### config.mk
export PLATFORM = sky130hd
export DESIGN_NAME = jumbo_frame_descriptor_segmenter_unit_flat
export DESIGN_NICKNAME = d
export VERILOG_FILES = /design/src/rtl/jfds_pkg.sv /design/src/rtl/jfds_req_if.sv /design/src/rtl/jfds_rsp_if.sv /design/src/rtl/jfds_csr_if.sv /design/src/rtl/jfds_datapath.sv /design/src/rtl/jfds_controller.sv /design/src/rtl/jumbo_frame_descriptor_segmenter_unit.sv /design/src/flat_wrapper.sv
export SDC_FILE = /design/constraint.sdc
export NUM_CORES = 1
export LEC_CHECK = 0
export BUFFER_PORTS_ARGS = -buffer_cell sky130_fd_sc_hd__buf_2
export CAP_MARGIN = 20
export CORE_MARGIN = 5
export CORE_UTILIZATION = 45
export DETAILED_ROUTE_END_ITERATION = 6
export GPL_ROUTABILITY_DRIVEN = 0
export PLACE_DENSITY = 0.69
export SYNTH_ARGS = -nofsm -noshare
export SYNTH_HDL_FRONTEND = slang
export SYNTH_HIERARCHICAL = 1
export SYNTH_SLANG_ARGS = --single-unit
### constraint.sdc
create_clock -name clock -period 5.25 [get_ports clock]
set_clock_uncertainty 0.05 [all_clocks]
set_input_delay 0.7875 -clock clock [delete_from_list [all_inputs] [get_ports clock]]
set_output_delay 0.7875 -clock clock [all_outputs]
set_load 0.02 [all_outputs]
### src/rtl/jfds_pkg.sv
// jfds_pkg: shared types, widths and register codes for the frame segmenter
// no dependencies; compiled first
package jfds_pkg;

   // payload widths
   localparam int ADDR_W      = 32;
   localparam int FLEN_W      = 16;
   localparam int BLEN_W      = 15;
   localparam int POS_W       = 10;
   localparam int RSIZE_W     = 11;
   localparam int SEG_CNT_W   = 6;
   localparam int STEP_W      = $clog2(POS_W);

   // configuration port
   localparam int CSR_INDEX_W = 2;
   localparam int CSR_DATA_W  = 16;

   localparam logic [CSR_INDEX_W-1:0] CSR_RING_SIZE     = 2'd0;
   localparam logic [CSR_INDEX_W-1:0] CSR_ENHANCED_DESC = 2'd1;
   localparam logic [CSR_INDEX_W-1:0] CSR_LARGE_BUF     = 2'd2;
   localparam logic [CSR_INDEX_W-1:0] CSR_SMALL_BUF     = 2'd3;

   // register reset values and limits
   localparam logic [RSIZE_W-1:0] RING_SIZE_RESET  = 11'd256;
   localparam logic [BLEN_W-1:0]  LARGE_BUF_RESET  = 15'd8192;
   localparam logic [BLEN_W-1:0]  SMALL_BUF_RESET  = 15'd2048;
   localparam logic [BLEN_W-1:0]  BUF_BYTES_MAX    = 15'd16384;
   localparam logic [RSIZE_W-1:0] RING_SIZE_MIN    = 11'd2;
   localparam int                 RING_WIDTH_CAP   = 1 << POS_W;
   localparam logic [SEG_CNT_W-1:0] LAST_SEG_COUNT = {SEG_CNT_W{1'b1}};

   // default for the top-level parameter
   localparam int RING_ENTRIES_DEFAULT = 1024;

   // controller states
   typedef enum logic [1:0] {
      ST_IDLE,
      ST_REDUCE,
      ST_EMIT
   } jfds_state_type;

   // controller to datapath
   typedef struct packed {
      logic              load;
      logic              reduce;
      logic [STEP_W-1:0] shift;
      logic              advance;
      logic              commit;
   } jfds_cmd_type;

   // datapath to controller
   typedef struct packed {
      logic in_empty;
      logic pos_high;
      logic last;
   } jfds_status_type;

endpackage

### src/rtl/jfds_req_if.sv
// jfds_req_if: frame request channel (valid/ready plus frame fields)
// depends on jfds_pkg
interface jfds_req_if;
   import jfds_pkg::*;

   logic              valid;
   logic              ready;
   logic [ADDR_W-1:0] frame_address;
   logic [FLEN_W-1:0] frame_length;
   logic              checksum_insert;

   modport source (output valid, frame_address, frame_length, checksum_insert, input ready);
   modport sink   (input valid, frame_address, frame_length, checksum_insert, output ready);
endinterface

### src/rtl/jfds_rsp_if.sv
// jfds_rsp_if: segment descriptor channel (valid/ready plus segment fields)
// depends on jfds_pkg
interface jfds_rsp_if;
   import jfds_pkg::*;

   logic              valid;
   logic              ready;
   logic [POS_W-1:0]  ring_entry;
   logic [ADDR_W-1:0] buffer_address;
   logic [BLEN_W-1:0] buffer_length;
   logic              first_segment;
   logic              set_owner;
   logic              segment_checksum;
   logic              last_segment;

   modport source (output valid, ring_entry, buffer_address, buffer_length, first_segment,
                   set_owner, segment_checksum, last_segment, input ready);
   modport sink   (input valid, ring_entry, buffer_address, buffer_length, first_segment,
                   set_owner, segment_checksum, last_segment, output ready);
endinterface

### src/rtl/jfds_csr_if.sv
// jfds_csr_if: register write channel (valid/ready, index, write data)
// depends on jfds_pkg
interface jfds_csr_if;
   import jfds_pkg::*;

   logic                   valid;
   logic                   ready;
   logic [CSR_INDEX_W-1:0] index;
   logic [CSR_DATA_W-1:0]  wdata;

   modport source (output valid, index, wdata, input ready);
   modport sink   (input valid, index, wdata, output ready);
endinterface

### src/rtl/jfds_datapath.sv
// jfds_datapath: config registers, ring position, frame registers, position
// reduction step and per-segment arithmetic; depends on jfds_pkg
module jfds_datapath
   import jfds_pkg::*;
#(
   parameter int MAX_RING_ENTRIES = RING_ENTRIES_DEFAULT
) (
   input  logic                   clock,
   input  logic                   reset,
   // register writes
   input  logic                   csr_we,
   input  logic [CSR_INDEX_W-1:0] csr_index,
   input  logic [CSR_DATA_W-1:0]  csr_wdata,
   // frame fields
   input  logic [ADDR_W-1:0]      req_frame_address,
   input  logic [FLEN_W-1:0]      req_frame_length,
   input  logic                   req_checksum_insert,
   // segment fields
   output logic [POS_W-1:0]       rsp_ring_entry,
   output logic [ADDR_W-1:0]      rsp_buffer_address,
   output logic [BLEN_W-1:0]      rsp_buffer_length,
   output logic                   rsp_first_segment,
   output logic                   rsp_set_owner,
   output logic                   rsp_segment_checksum,
   output logic                   rsp_last_segment,
   // control
   input  jfds_cmd_type           cmd,
   output jfds_status_type        status
);

   localparam int RING_CAP_INT = (MAX_RING_ENTRIES < RING_WIDTH_CAP) ?
                                 MAX_RING_ENTRIES : RING_WIDTH_CAP;
   localparam logic [RSIZE_W-1:0] RING_CAP = RSIZE_W'(RING_CAP_INT);
   localparam int DIV_W = RSIZE_W + POS_W - 1;

   // configuration registers
   logic [RSIZE_W-1:0] ring_size_ff, ring_size_in;
   logic               enhanced_ff, enhanced_in;
   logic [BLEN_W-1:0]  large_buf_ff, large_buf_in;
   logic [BLEN_W-1:0]  small_buf_ff, small_buf_in;
   logic [POS_W-1:0]   ring_position_ff, ring_position_in;

   // frame working registers
   logic [ADDR_W-1:0]    addr_ff, addr_in;
   logic [FLEN_W-1:0]    remaining_ff, remaining_in;
   logic                 csum_ff, csum_in;
   logic [POS_W-1:0]     entry_ff, entry_in;
   logic [SEG_CNT_W-1:0] count_ff, count_in;
   logic [RSIZE_W-1:0]   rsize_ff, rsize_in;
   logic [BLEN_W-1:0]    bmax_ff, bmax_in;

   logic [RSIZE_W-1:0] rsize_eff;
   logic [BLEN_W-1:0]  buf_sel;
   logic [BLEN_W-1:0]  bmax_eff;
   logic [DIV_W-1:0]   div_shifted;
   logic               div_fits;
   logic [BLEN_W-1:0]  seg_len;
   logic [FLEN_W-1:0]  remaining_next;
   logic               seg_last;
   logic [RSIZE_W-1:0] entry_inc;
   logic [POS_W-1:0]   entry_next;

   // effective ring size and buffer size from the registers
   always_comb begin
      if (ring_size_ff < RING_SIZE_MIN) begin
         rsize_eff = RING_SIZE_MIN;
      end else if (ring_size_ff > RING_CAP) begin
         rsize_eff = RING_CAP;
      end else begin
         rsize_eff = ring_size_ff;
      end
      buf_sel = enhanced_ff ? large_buf_ff : small_buf_ff;
      if (buf_sel == '0) begin
         bmax_eff = BLEN_W'(1);
      end else if (buf_sel > BUF_BYTES_MAX) begin
         bmax_eff = BUF_BYTES_MAX;
      end else begin
         bmax_eff = buf_sel;
      end
   end

   // one remainder step: subtract ring size shifted left by the step count
   assign div_shifted = DIV_W'(rsize_ff) << cmd.shift;
   assign div_fits    = DIV_W'(entry_ff) >= div_shifted;

   // current segment and the ring slot after it
   always_comb begin
      seg_len = (remaining_ff > FLEN_W'(bmax_ff)) ? bmax_ff : remaining_ff[BLEN_W-1:0];
      remaining_next = remaining_ff - FLEN_W'(seg_len);
      seg_last = (remaining_next == '0) || (count_ff == LAST_SEG_COUNT);
      entry_inc = RSIZE_W'(entry_ff) + RSIZE_W'(1);
      entry_next = (entry_inc >= rsize_ff) ? '0 : entry_inc[POS_W-1:0];
   end

   // register writes and position commit
   always_comb begin
      ring_size_in     = ring_size_ff;
      enhanced_in      = enhanced_ff;
      large_buf_in     = large_buf_ff;
      small_buf_in     = small_buf_ff;
      ring_position_in = ring_position_ff;
      if (csr_we) begin
         unique case (csr_index)
            CSR_RING_SIZE:     ring_size_in = csr_wdata[RSIZE_W-1:0];
            CSR_ENHANCED_DESC: enhanced_in  = csr_wdata[0];
            CSR_LARGE_BUF:     large_buf_in = csr_wdata[BLEN_W-1:0];
            CSR_SMALL_BUF:     small_buf_in = csr_wdata[BLEN_W-1:0];
            default: ;
         endcase
      end
      if (cmd.commit) begin
         ring_position_in = entry_next;
      end
   end

   // frame registers: load, reduce, advance
   always_comb begin
      addr_in      = addr_ff;
      remaining_in = remaining_ff;
      csum_in      = csum_ff;
      entry_in     = entry_ff;
      count_in     = count_ff;
      rsize_in     = rsize_ff;
      bmax_in      = bmax_ff;
      if (cmd.load) begin
         addr_in      = req_frame_address;
         remaining_in = req_frame_length;
         csum_in      = req_checksum_insert;
         entry_in     = ring_position_ff;
         count_in     = '0;
         rsize_in     = rsize_eff;
         bmax_in      = bmax_eff;
      end else if (cmd.reduce) begin
         if (div_fits) begin
            entry_in = entry_ff - div_shifted[POS_W-1:0];
         end
      end else if (cmd.advance) begin
         addr_in      = addr_ff + ADDR_W'(bmax_ff);
         remaining_in = remaining_next;
         entry_in     = entry_next;
         count_in     = count_ff + SEG_CNT_W'(1);
      end
   end

   // control state
   always_ff @(posedge clock) begin
      if (reset) begin
         ring_size_ff     <= RING_SIZE_RESET;
         enhanced_ff      <= 1'b0;
         large_buf_ff     <= LARGE_BUF_RESET;
         small_buf_ff     <= SMALL_BUF_RESET;
         ring_position_ff <= '0;
      end else begin
         ring_size_ff     <= ring_size_in;
         enhanced_ff      <= enhanced_in;
         large_buf_ff     <= large_buf_in;
         small_buf_ff     <= small_buf_in;
         ring_position_ff <= ring_position_in;
      end
   end

   // payload registers
   always_ff @(posedge clock) begin
      addr_ff      <= addr_in;
      remaining_ff <= remaining_in;
      csum_ff      <= csum_in;
      entry_ff     <= entry_in;
      count_ff     <= count_in;
      rsize_ff     <= rsize_in;
      bmax_ff      <= bmax_in;
   end

   // status and segment fields
   assign status.in_empty = (req_frame_length == '0);
   assign status.pos_high = RSIZE_W'(ring_position_ff) >= rsize_eff;
   assign status.last     = seg_last;

   assign rsp_ring_entry       = entry_ff;
   assign rsp_buffer_address   = addr_ff;
   assign rsp_buffer_length    = seg_len;
   assign rsp_first_segment    = (count_ff == '0);
   assign rsp_set_owner        = (count_ff != '0);
   assign rsp_segment_checksum = csum_ff;
   assign rsp_last_segment     = seg_last;

endmodule

### src/rtl/jfds_controller.sv
// jfds_controller: frame sequencing state machine (accept, reduce, emit)
// depends on jfds_pkg
module jfds_controller
   import jfds_pkg::*;
(
   input  logic            clock,
   input  logic            reset,
   input  logic            req_valid,
   output logic            req_ready,
   output logic            rsp_valid,
   input  logic            rsp_ready,
   input  jfds_status_type status,
   output jfds_cmd_type    cmd
);

   localparam logic [STEP_W-1:0] STEP_FIRST = STEP_W'(POS_W - 1);

   jfds_state_type    state_ff, state_in;
   logic [STEP_W-1:0] step_ff, step_in;

   // state register
   always_ff @(posedge clock) begin
      if (reset) begin
         state_ff <= ST_IDLE;
         step_ff  <= '0;
      end else begin
         state_ff <= state_in;
         step_ff  <= step_in;
      end
   end

   // next state and commands
   always_comb begin
      state_in    = state_ff;
      step_in     = step_ff;
      req_ready   = 1'b0;
      rsp_valid   = 1'b0;
      cmd         = '0;
      cmd.shift   = step_ff;
      unique case (state_ff)
         ST_IDLE: begin
            req_ready = 1'b1;
            if (req_valid) begin
               cmd.load = 1'b1;
               if (status.in_empty) begin
                  state_in = ST_IDLE;
               end else if (status.pos_high) begin
                  state_in = ST_REDUCE;
                  step_in  = STEP_FIRST;
               end else begin
                  state_in = ST_EMIT;
               end
            end
         end
         ST_REDUCE: begin
            cmd.reduce = 1'b1;
            if (step_ff == '0) begin
               state_in = ST_EMIT;
            end else begin
               step_in = step_ff - STEP_W'(1);
            end
         end
         ST_EMIT: begin
            rsp_valid = 1'b1;
            if (rsp_ready) begin
               cmd.advance = 1'b1;
               if (status.last) begin
                  cmd.commit = 1'b1;
                  state_in   = ST_IDLE;
               end
            end
         end
         default: state_in = ST_IDLE;
      endcase
   end

endmodule

### src/rtl/jumbo_frame_descriptor_segmenter_unit.sv
// sequence: accept beat; for a non-empty frame a remainder reduction only when the stored
// ring position is not below the ring size, then one segment beat per cycle while ready is high
// a new frame is accepted only in idle, after the last segment beat of the previous one
// reset: synchronous, active high; registers to defaults, ring position 0
// depends on jfds_pkg, jfds_req_if, jfds_rsp_if, jfds_csr_if, jfds_controller, jfds_datapath
module jumbo_frame_descriptor_segmenter_unit
   import jfds_pkg::*;
#(
   parameter int MAX_RING_ENTRIES = RING_ENTRIES_DEFAULT
) (
   input  logic       clock,
   input  logic       reset,
   jfds_req_if.sink   req_chan,
   jfds_rsp_if.source rsp_chan,
   jfds_csr_if.sink   csr_chan
);

   jfds_cmd_type    cmd;
   jfds_status_type status;
   logic            req_ready;
   logic            rsp_valid;

   // register writes always taken
   assign csr_chan.ready = 1'b1;
   assign req_chan.ready = req_ready;
   assign rsp_chan.valid = rsp_valid;

   jfds_controller u_ctrl (
      .clock     (clock),
      .reset     (reset),
      .req_valid (req_chan.valid),
      .req_ready (req_ready),
      .rsp_valid (rsp_valid),
      .rsp_ready (rsp_chan.ready),
      .status    (status),
      .cmd       (cmd)
   );

   jfds_datapath #(
      .MAX_RING_ENTRIES (MAX_RING_ENTRIES)
   ) u_dp (
      .clock                (clock),
      .reset                (reset),
      .csr_we               (csr_chan.valid),
      .csr_index            (csr_chan.index),
      .csr_wdata            (csr_chan.wdata),
      .req_frame_address    (req_chan.frame_address),
      .req_frame_length     (req_chan.frame_length),
      .req_checksum_insert  (req_chan.checksum_insert),
      .rsp_ring_entry       (rsp_chan.ring_entry),
      .rsp_buffer_address   (rsp_chan.buffer_address),
      .rsp_buffer_length    (rsp_chan.buffer_length),
      .rsp_first_segment    (rsp_chan.first_segment),
      .rsp_set_owner        (rsp_chan.set_owner),
      .rsp_segment_checksum (rsp_chan.segment_checksum),
      .rsp_last_segment     (rsp_chan.last_segment),
      .cmd                  (cmd),
      .status               (status)
   );

endmodule

### src/flat_wrapper.sv
// flat-port wrapper written by rule: the top's interface ports become plain ports
module jumbo_frame_descriptor_segmenter_unit_flat import jfds_pkg::*;
#(
   parameter int MAX_RING_ENTRIES = RING_ENTRIES_DEFAULT
)
  (clock, reset, req_chan_valid, req_chan_frame_address, req_chan_frame_length, req_chan_checksum_insert, req_chan_ready, rsp_chan_valid, rsp_chan_ring_entry, rsp_chan_buffer_address, rsp_chan_buffer_length, rsp_chan_first_segment, rsp_chan_set_owner, rsp_chan_segment_checksum, rsp_chan_last_segment, rsp_chan_ready, csr_chan_valid, csr_chan_index, csr_chan_wdata, csr_chan_ready);
  jfds_req_if req_chan_i ();
  jfds_rsp_if rsp_chan_i ();
  jfds_csr_if csr_chan_i ();
  input  logic clock;
  input  logic reset;
  input wire logic [$bits(req_chan_i.valid)-1:0] req_chan_valid;
  input wire logic [$bits(req_chan_i.frame_address)-1:0] req_chan_frame_address;
  input wire logic [$bits(req_chan_i.frame_length)-1:0] req_chan_frame_length;
  input wire logic [$bits(req_chan_i.checksum_insert)-1:0] req_chan_checksum_insert;
  output wire logic [$bits(req_chan_i.ready)-1:0] req_chan_ready;
  output wire logic [$bits(rsp_chan_i.valid)-1:0] rsp_chan_valid;
  output wire logic [$bits(rsp_chan_i.ring_entry)-1:0] rsp_chan_ring_entry;
  output wire logic [$bits(rsp_chan_i.buffer_address)-1:0] rsp_chan_buffer_address;
  output wire logic [$bits(rsp_chan_i.buffer_length)-1:0] rsp_chan_buffer_length;
  output wire logic [$bits(rsp_chan_i.first_segment)-1:0] rsp_chan_first_segment;
  output wire logic [$bits(rsp_chan_i.set_owner)-1:0] rsp_chan_set_owner;
  output wire logic [$bits(rsp_chan_i.segment_checksum)-1:0] rsp_chan_segment_checksum;
  output wire logic [$bits(rsp_chan_i.last_segment)-1:0] rsp_chan_last_segment;
  input wire logic [$bits(rsp_chan_i.ready)-1:0] rsp_chan_ready;
  input wire logic [$bits(csr_chan_i.valid)-1:0] csr_chan_valid;
  input wire logic [$bits(csr_chan_i.index)-1:0] csr_chan_index;
  input wire logic [$bits(csr_chan_i.wdata)-1:0] csr_chan_wdata;
  output wire logic [$bits(csr_chan_i.ready)-1:0] csr_chan_ready;
  assign req_chan_i.valid = req_chan_valid;
  assign req_chan_i.frame_address = req_chan_frame_address;
  assign req_chan_i.frame_length = req_chan_frame_length;
  assign req_chan_i.checksum_insert = req_chan_checksum_insert;
  assign req_chan_ready = req_chan_i.ready;
  assign rsp_chan_valid = rsp_chan_i.valid;
  assign rsp_chan_ring_entry = rsp_chan_i.ring_entry;
  assign rsp_chan_buffer_address = rsp_chan_i.buffer_address;
  assign rsp_chan_buffer_length = rsp_chan_i.buffer_length;
  assign rsp_chan_first_segment = rsp_chan_i.first_segment;
  assign rsp_chan_set_owner = rsp_chan_i.set_owner;
  assign rsp_chan_segment_checksum = rsp_chan_i.segment_checksum;
  assign rsp_chan_last_segment = rsp_chan_i.last_segment;
  assign rsp_chan_i.ready = rsp_chan_ready;
  assign csr_chan_i.valid = csr_chan_valid;
  assign csr_chan_i.index = csr_chan_index;
  assign csr_chan_i.wdata = csr_chan_wdata;
  assign csr_chan_ready = csr_chan_i.ready;
  jumbo_frame_descriptor_segmenter_unit #(.MAX_RING_ENTRIES(MAX_RING_ENTRIES)) u_core (.clock(clock), .reset(reset), .req_chan(req_chan_i), .rsp_chan(rsp_chan_i), .csr_chan(csr_chan_i));
endmodule
## Word-level counts from Yosys, hierarchy flattened

Cells that the tools add are included.

- $add $sub $neg: 6
- $lt $le $gt $ge: 7
- Equality and inequality tests: 15
- Shift-type cells: 1
- Multiplexer cells: 36
- Bitwise gates (word level): 1
- Reductions and logical operators: 22

Operator list:

| operator | count |
|---|---|
| 32-bit 2-to-1 mux | 3 |
| 10-bit 2-to-1 mux | 5 |
| 16-bit 2-to-1 mux | 3 |
| 15-bit 2-to-1 mux | 3 |
| 32-bit by 15-bit adder with 32-bit output | 1 |
| 16-bit zero test | 2 |
| 11-bit 2-to-1 mux | 2 |
| 10-bit by 20-bit >= comparator with 1-bit output | 1 |
| 11-bit by 4-bit << shifter with 20-bit output | 1 |
| 16-bit by 15-bit > comparator with 1-bit output | 1 |
| 2-bit 2-to-1 mux | 8 |
| 4-bit 2-to-1 mux | 4 |
| 16-bit by 15-bit subtractor with 16-bit output | 1 |
| 15-bit > comparator, second input constant | 1 |
| 15-bit zero test | 1 |
| 2-bit AND reduction | 7 |
| 2-bit inequality test, second input constant | 6 |
| 10-bit by 1-bit adder with 11-bit output, second input constant | 1 |
| 10-bit by 11-bit >= comparator with 1-bit output | 1 |
| 11-bit >= comparator | 1 |
| 11-bit > comparator, second input constant | 1 |
| 11-bit by 2-bit less-than comparator with 1-bit output, second input constant | 1 |
| 10-bit subtractor | 1 |
| 4-bit case mux with 2 select lines | 1 |
| other kinds (20) | 31 |

- Bits in registers: 149
- Output and inout bits: 64
- Logic and storage cells: 103

## Depth between registers and ports, before layout

- Depth after elaboration: 11
- Depth in mapped cells: 28

## Modules after synthesis

The synthesis kept the hierarchy.

By module, submodules not included:

| module | instances | cells an instance | area each (µm²) | sequential area each (µm²) |
|---|---|---|---|---|
| jfds_datapath | 1 | 1085 | 9699.3 | 3713.6 |
| jfds_controller | 1 | 46 | 404.1 | 120.1 |
| jumbo_frame_descriptor_segmenter_unit | 1 | 2 | 11.3 | 0.0 |

## Worst setup path after synthesis

No wires, ideal clock.

- Path type: register to register
- Start point: register u_core.u_dp.remaining_ff[13]
- End point: register u_core.u_dp.ring_position_ff[9]
- Library setup time: 70 ps
- Data arrival time: 5509 ps
- Required time: 5130 ps
- Path slack: -380 ps
- Cell stages (with the launch flop): 26
- Clock period less this slack: 5630 ps
- Cell sequence: edfxtp_1 ha_1 a21o_1 a211oi_1 a31oi_1 buf_2 buf_2 o21ai_0 ha_1 inv_1 fa_1 a21oi_1 nor2b_1 a31oi_1 a21oi_1 o211ai_1 a31oi_4 xnor2_1 nand2_1 nor4b_1 a21o_1 buf_4 and3_1 clkbuf_1 nand3_1 a21oi_1

RTL lines:

| item | line | RTL |
|---|---|---|
| start: declaration | jfds_datapath.sv:45 | `logic [FLEN_W-1:0] remaining_ff, remaining_in;` |
| start signal: assignment | jfds_datapath.sv:165 | `remaining_ff <= remaining_in;` |
| end signal: assignment | jfds_datapath.sv:158 | `ring_position_ff <= ring_position_in;` |
| end: declaration | jfds_datapath.sv:41 | `logic [POS_W-1:0] ring_position_ff, ring_position_in;` |

## Worst setup path after layout

- Start point: register u_core.u_dp.remaining_ff[1]
- End point: output port rsp_chan_last_segment

- Longest elaborated chain between the ends: 5

RTL lines:

| item | line | RTL |
|---|---|---|
| 16-bit by 15-bit > comparator with 1-bit output | jfds_datapath.sv:88 | `seg_len = (remaining_ff > FLEN_W'(bmax_ff)) ? bmax_ff : remaining_ff[BLEN_W-1:0];` |
| 15-bit 2-to-1 mux | jfds_datapath.sv:88 |  |
| 16-bit by 15-bit subtractor with 16-bit output * | jfds_datapath.sv:89 | `remaining_next = remaining_ff - FLEN_W'(seg_len);` |
| 16-bit zero test * | jfds_datapath.sv:90 | `seg_last = (remaining_next == '0) \|\| (count_ff == LAST_SEG_COUNT);` |
| 1-bit logical OR * | jfds_datapath.sv:90 |  |
| end: declaration | flat_wrapper.sv:24 | `output wire logic [$bits(rsp_chan_i.last_segment)-1:0] rsp_chan_last_segment;` |

Every way passes the cells marked *; elsewhere a longest branch is shown, timed or not.

==> summary.md <==
| Metric | Value |
|---|---|
| Finished Core Util | 0.575 |
| Reg2Reg Depth | 29 |
| Antenna-violating nets left | 0 |
| TritonCTS Buffers | 17 |
| Max Slew Vio Count | 0 |
| TritonCTS clock tree | built |
| Vias in the first global route | 8,204 |
| Syn. warnings | 6 |
| Antenna violations before repair | 0 |
| Hold Buf Count CTS | 0 |
| Status | complete, but fails checks |
| Die ar. | 0.0256 mm2 |
| Area growth from synthesis to layout | 24.8% |
| Maximum root-to-sink buffer count | 2 |
| Syn_nets | 1,289 |
| # DRC | 0 |
| 1st-iter DRT viols | 702 |
| Top FF cell, synth | edfxtp_1 |
| Setup-failing EPs final | 12 |
| Post-synth EDFFs | 85 |
| Synth unique cells | 81 |
| Fin cells | 1,632 |
| Final Hold Viols | 0 |
| Global route total overflow | 0 |
| Diode count | 0 |
| Worst hold path depth | 2 |
| First-pass GRT wire length | roughly 42,000 um |
| Total Wirelength | 27,000 um |
| Synthesized flop and latch total | between 100 and 150 |
| Crit path kind | reg -> out |
| Starting Density | 0.461 |
| Final HPWL DP | a little under 20,000 um |
| TritonRoute pass-1 iters | 5 |
| Startpoint types | flop |
| Placed cell count | between 1,500 and 2,000 |
| Mapped Area | 0.0101 mm2 |
| WL/cell | 16.6 um |
| Crit path time final | 5.70 ns |
| Worst-skew pair later-pin latency | ~0.43 ns |
| Crit end category | output pin |
| Slew headroom | 0.344 |
| VDD IR-drop max | between 0.0003 and 0.0004 V |
| Final WS setup | -0.450 ns |
| Io pins | 136 |
| Pwr dens | 531 mW/mm2 |
| Die height | 160 um |
| Arrival @ worst endpoint | 4.86 ns |
| CTS H-tree depth | 4 |
| Post-synthesis sequential area ratio | 0.379 |
| HP Class | reg -> reg |
| Core Area | 0.0220 mm2 |
| Yosys top cell area share | 0.252 |
| Failing checks | setup timing |
| Max Fclk | 175 MHz |
| Max-capacitance violation count | 0 |
| Synth area leader | edfxtp_1 |
| Synth Area per Inst | 8.93 um2 |
| Fin nets | roughly 1,500 |
| Share of post-route cells with drive strength above 1 | 0.257 |
| CTS Root Cell | clkbuf_16 |
| Ys async rst share | 0 |
| LEAKAGE | 0.00546 uW |
| Worst Path Required | between 4 and 5 ns |
| RSZ-0062 raised after global routing | true |
| Buffers added on ports | 133 |
| DR vias | 8,959 |
| Final period util | 1.09 |
| CP Max Fanout | 5 |
| Cells after synthesis | 1,133 |
| Worst-path clk slew | about 0.07 ns |
| Synth area leaders | edfxtp_1 (25%), dfxtp_1 (13%), ha_1 (10%) |
| Worst slew pin tran | 0.981 ns |
| All-Layer GR Usage | 0.202 |
| CTS Sinks | 149 |
| Cell Rows | 54 |
| Largest net degree at the start of global routing | 76 |
| Via density | roughly 5.5 |
| Die W | 160 um |
placed cells by master, fill, tap and decap left out, types with 6 or more instances in the layout:
cell	Yosys	layout
and3_1	11	10
nand3b_1	7	7
mux2_2	10	10
or2_2	7	7
o21ai_0	74	72
buf_4	2	87
a21oi_2	0	10
mux2i_1	46	42
nand3_1	36	34
nand2b_4	1	7
edfxtp_1	85	85
a21o_1	17	17
nor3_1	19	18
nand2b_1	21	15
ha_1	81	78
dfxtp_1	64	64
nor4_1	8	8
xor2_1	26	26
a21oi_1	75	65
clkbuf_16	0	19
nor2_1	80	80
o21a_1	18	18
inv_1	82	82
nor2b_1	16	14
buf_6	0	12
xnor2_1	30	29
a31oi_1	11	10
o211ai_1	6	6
nand4_1	12	12
nand2_1	151	151
buf_2	6	132
worst max-delay path, cell delays in order (launching register included):
cell	delay (ns)
edfxtp_1	0.43
ha_4	0.30
nor2b_4	0.12
o211ai_1	0.11
a2111o_1	0.44
a31oi_4	0.25
buf_6	0.13
mux2i_2	0.22
ha_1	0.26
nor2b_4	0.13
o31a_1	0.27
o31a_1	0.29
o22ai_2	0.17
buf_4	0.14
o32a_1	0.20
o31ai_2	0.10
buf_4	0.14
a311oi_2	0.28
nor3b_2	0.08
a21o_1	0.23
buf_6	0.14
flip-flops by register name (all words and copies together), names as in the netlist:
name and flops:
u_core/u_dp/rsp_buffer_address 32, u_core/u_dp/remaining_ff 16, u_core/u_dp/bmax_ff 15, u_core/u_dp/large_buf_ff 15, u_core/u_dp/small_buf_ff 15, u_core/u_dp/ring_size_ff 11
u_core/u_dp/rsize_ff 11, u_core/u_dp/ring_position_ff 10, u_core/u_dp/rsp_ring_entry 10, u_core/u_dp/count_ff 6, u_core/u_ctrl/step_ff 4, u_core/u_ctrl/state_ff 2
u_core/u_dp/enhanced_ff 1, u_core/u_dp/rsp_segment_checksum 1
worst paths after layout:
check	from	slack, ns	end
max	u_core/u_dp/remaining_ff[1]	-0.45	rsp_chan_last_segment
min reg2reg	u_core/u_dp/large_buf_ff[14]	0.41	u_core/u_dp/large_buf_ff[14]
max reg2reg	u_core/u_dp/remaining_ff[1]	-0.40	u_core/u_dp/ring_position_ff[1]
min	u_core/u_dp/large_buf_ff[14]	0.41	u_core/u_dp/large_buf_ff[14]
cells by family after synthesis:
family / after synthesis / synth area share
simple gates: 403 / 0.195
buf+inv: 131 / 0.0506
mux: 59 / 0.0633
compound gates: 250 / 0.157
flops: 149 / 0.379
other cells: 1 / 0.000371
fa+ha+maj: 84 / 0.106
xor+xnor: 56 / 0.0485
Yosys cell counts (4+ instances only):
| library cell | n |
|---|---|
| nand2_1 | 151 |
| edfxtp_1 | 85 |
| inv_1 | 82 |
| ha_1 | 81 |
| nor2_1 | 80 |
| a21oi_1 | 75 |
| o21ai_0 | 74 |
| dfxtp_1 | 64 |
| mux2i_1 | 46 |
| clkbuf_1 | 37 |
| nand3_1 | 36 |
| xnor2_1 | 30 |
| xor2_1 | 26 |
| nand2b_1 | 21 |
| nor3_1 | 19 |
| o21a_1 | 18 |
| a21o_1 | 17 |
| nor2b_1 | 16 |
| nand4_1 | 12 |
| a31oi_1 | 11 |
| and3_1 | 11 |
| mux2_2 | 10 |
| nor4_1 | 8 |
| nand3b_1 | 7 |
| or2_2 | 7 |
| and2_1 | 6 |
| buf_2 | 6 |
| o211ai_1 | 6 |
| o31ai_1 | 5 |
| or3_1 | 5 |
| a211oi_1 | 4 |
per-layer routing:
layer	routed length (um)	vias up	global-route usage
met1	12400	4201	0.284
met5	0	-	0
met4	535	0	0.0673
met2	12300	273	0.314
met3	1850	39	0.0379
li1	-	4446	-
power by group:
group | switching (uW) | internal, uW
Combinational | 1960 | 1800
Clock | 569 | 687
Sequential | 164 | 1520
metrics by stage:
stage	setup TNS, ns	setup WS (ns)	power, uW	hold WS (ns)	instance area, um2
final	-4.35	-0.450	6700	0.409	12600
after global routing	-6.54	-0.656	7130	0.423	12600
after CTS	-0.828	-0.477	6480	0.404	12300
after detailed placement	-1.61	-0.285	5040	0.394	11600
after global placement	-0.145	-0.145	4970	0.390	11600
after floorplan	0	0.0251	3900	0.383	10100
timing repair:
item / 4_1_cts / 5_1_grt
setup endpoints to repair: 11 / 12
setup buffers: 7 / 10
hold endpoints to repair: 0 / 0
cloned: 0 / 1
pin swaps: 14 / 28
gates resized for setup: 18 / 38
area by class of cell:
class | instances | area (um2)
multi-input cells | 853 | 6020
well taps | 280 | 350
flip-flops and latches | 149 | 3830
repair buffers | 233 | 1490
fillers | 1907 | 9330
clock buffers | 19 | 475
clock inverters | 13 | 129
inverters | 85 | 324
Power figures use the tool's default switching activity.
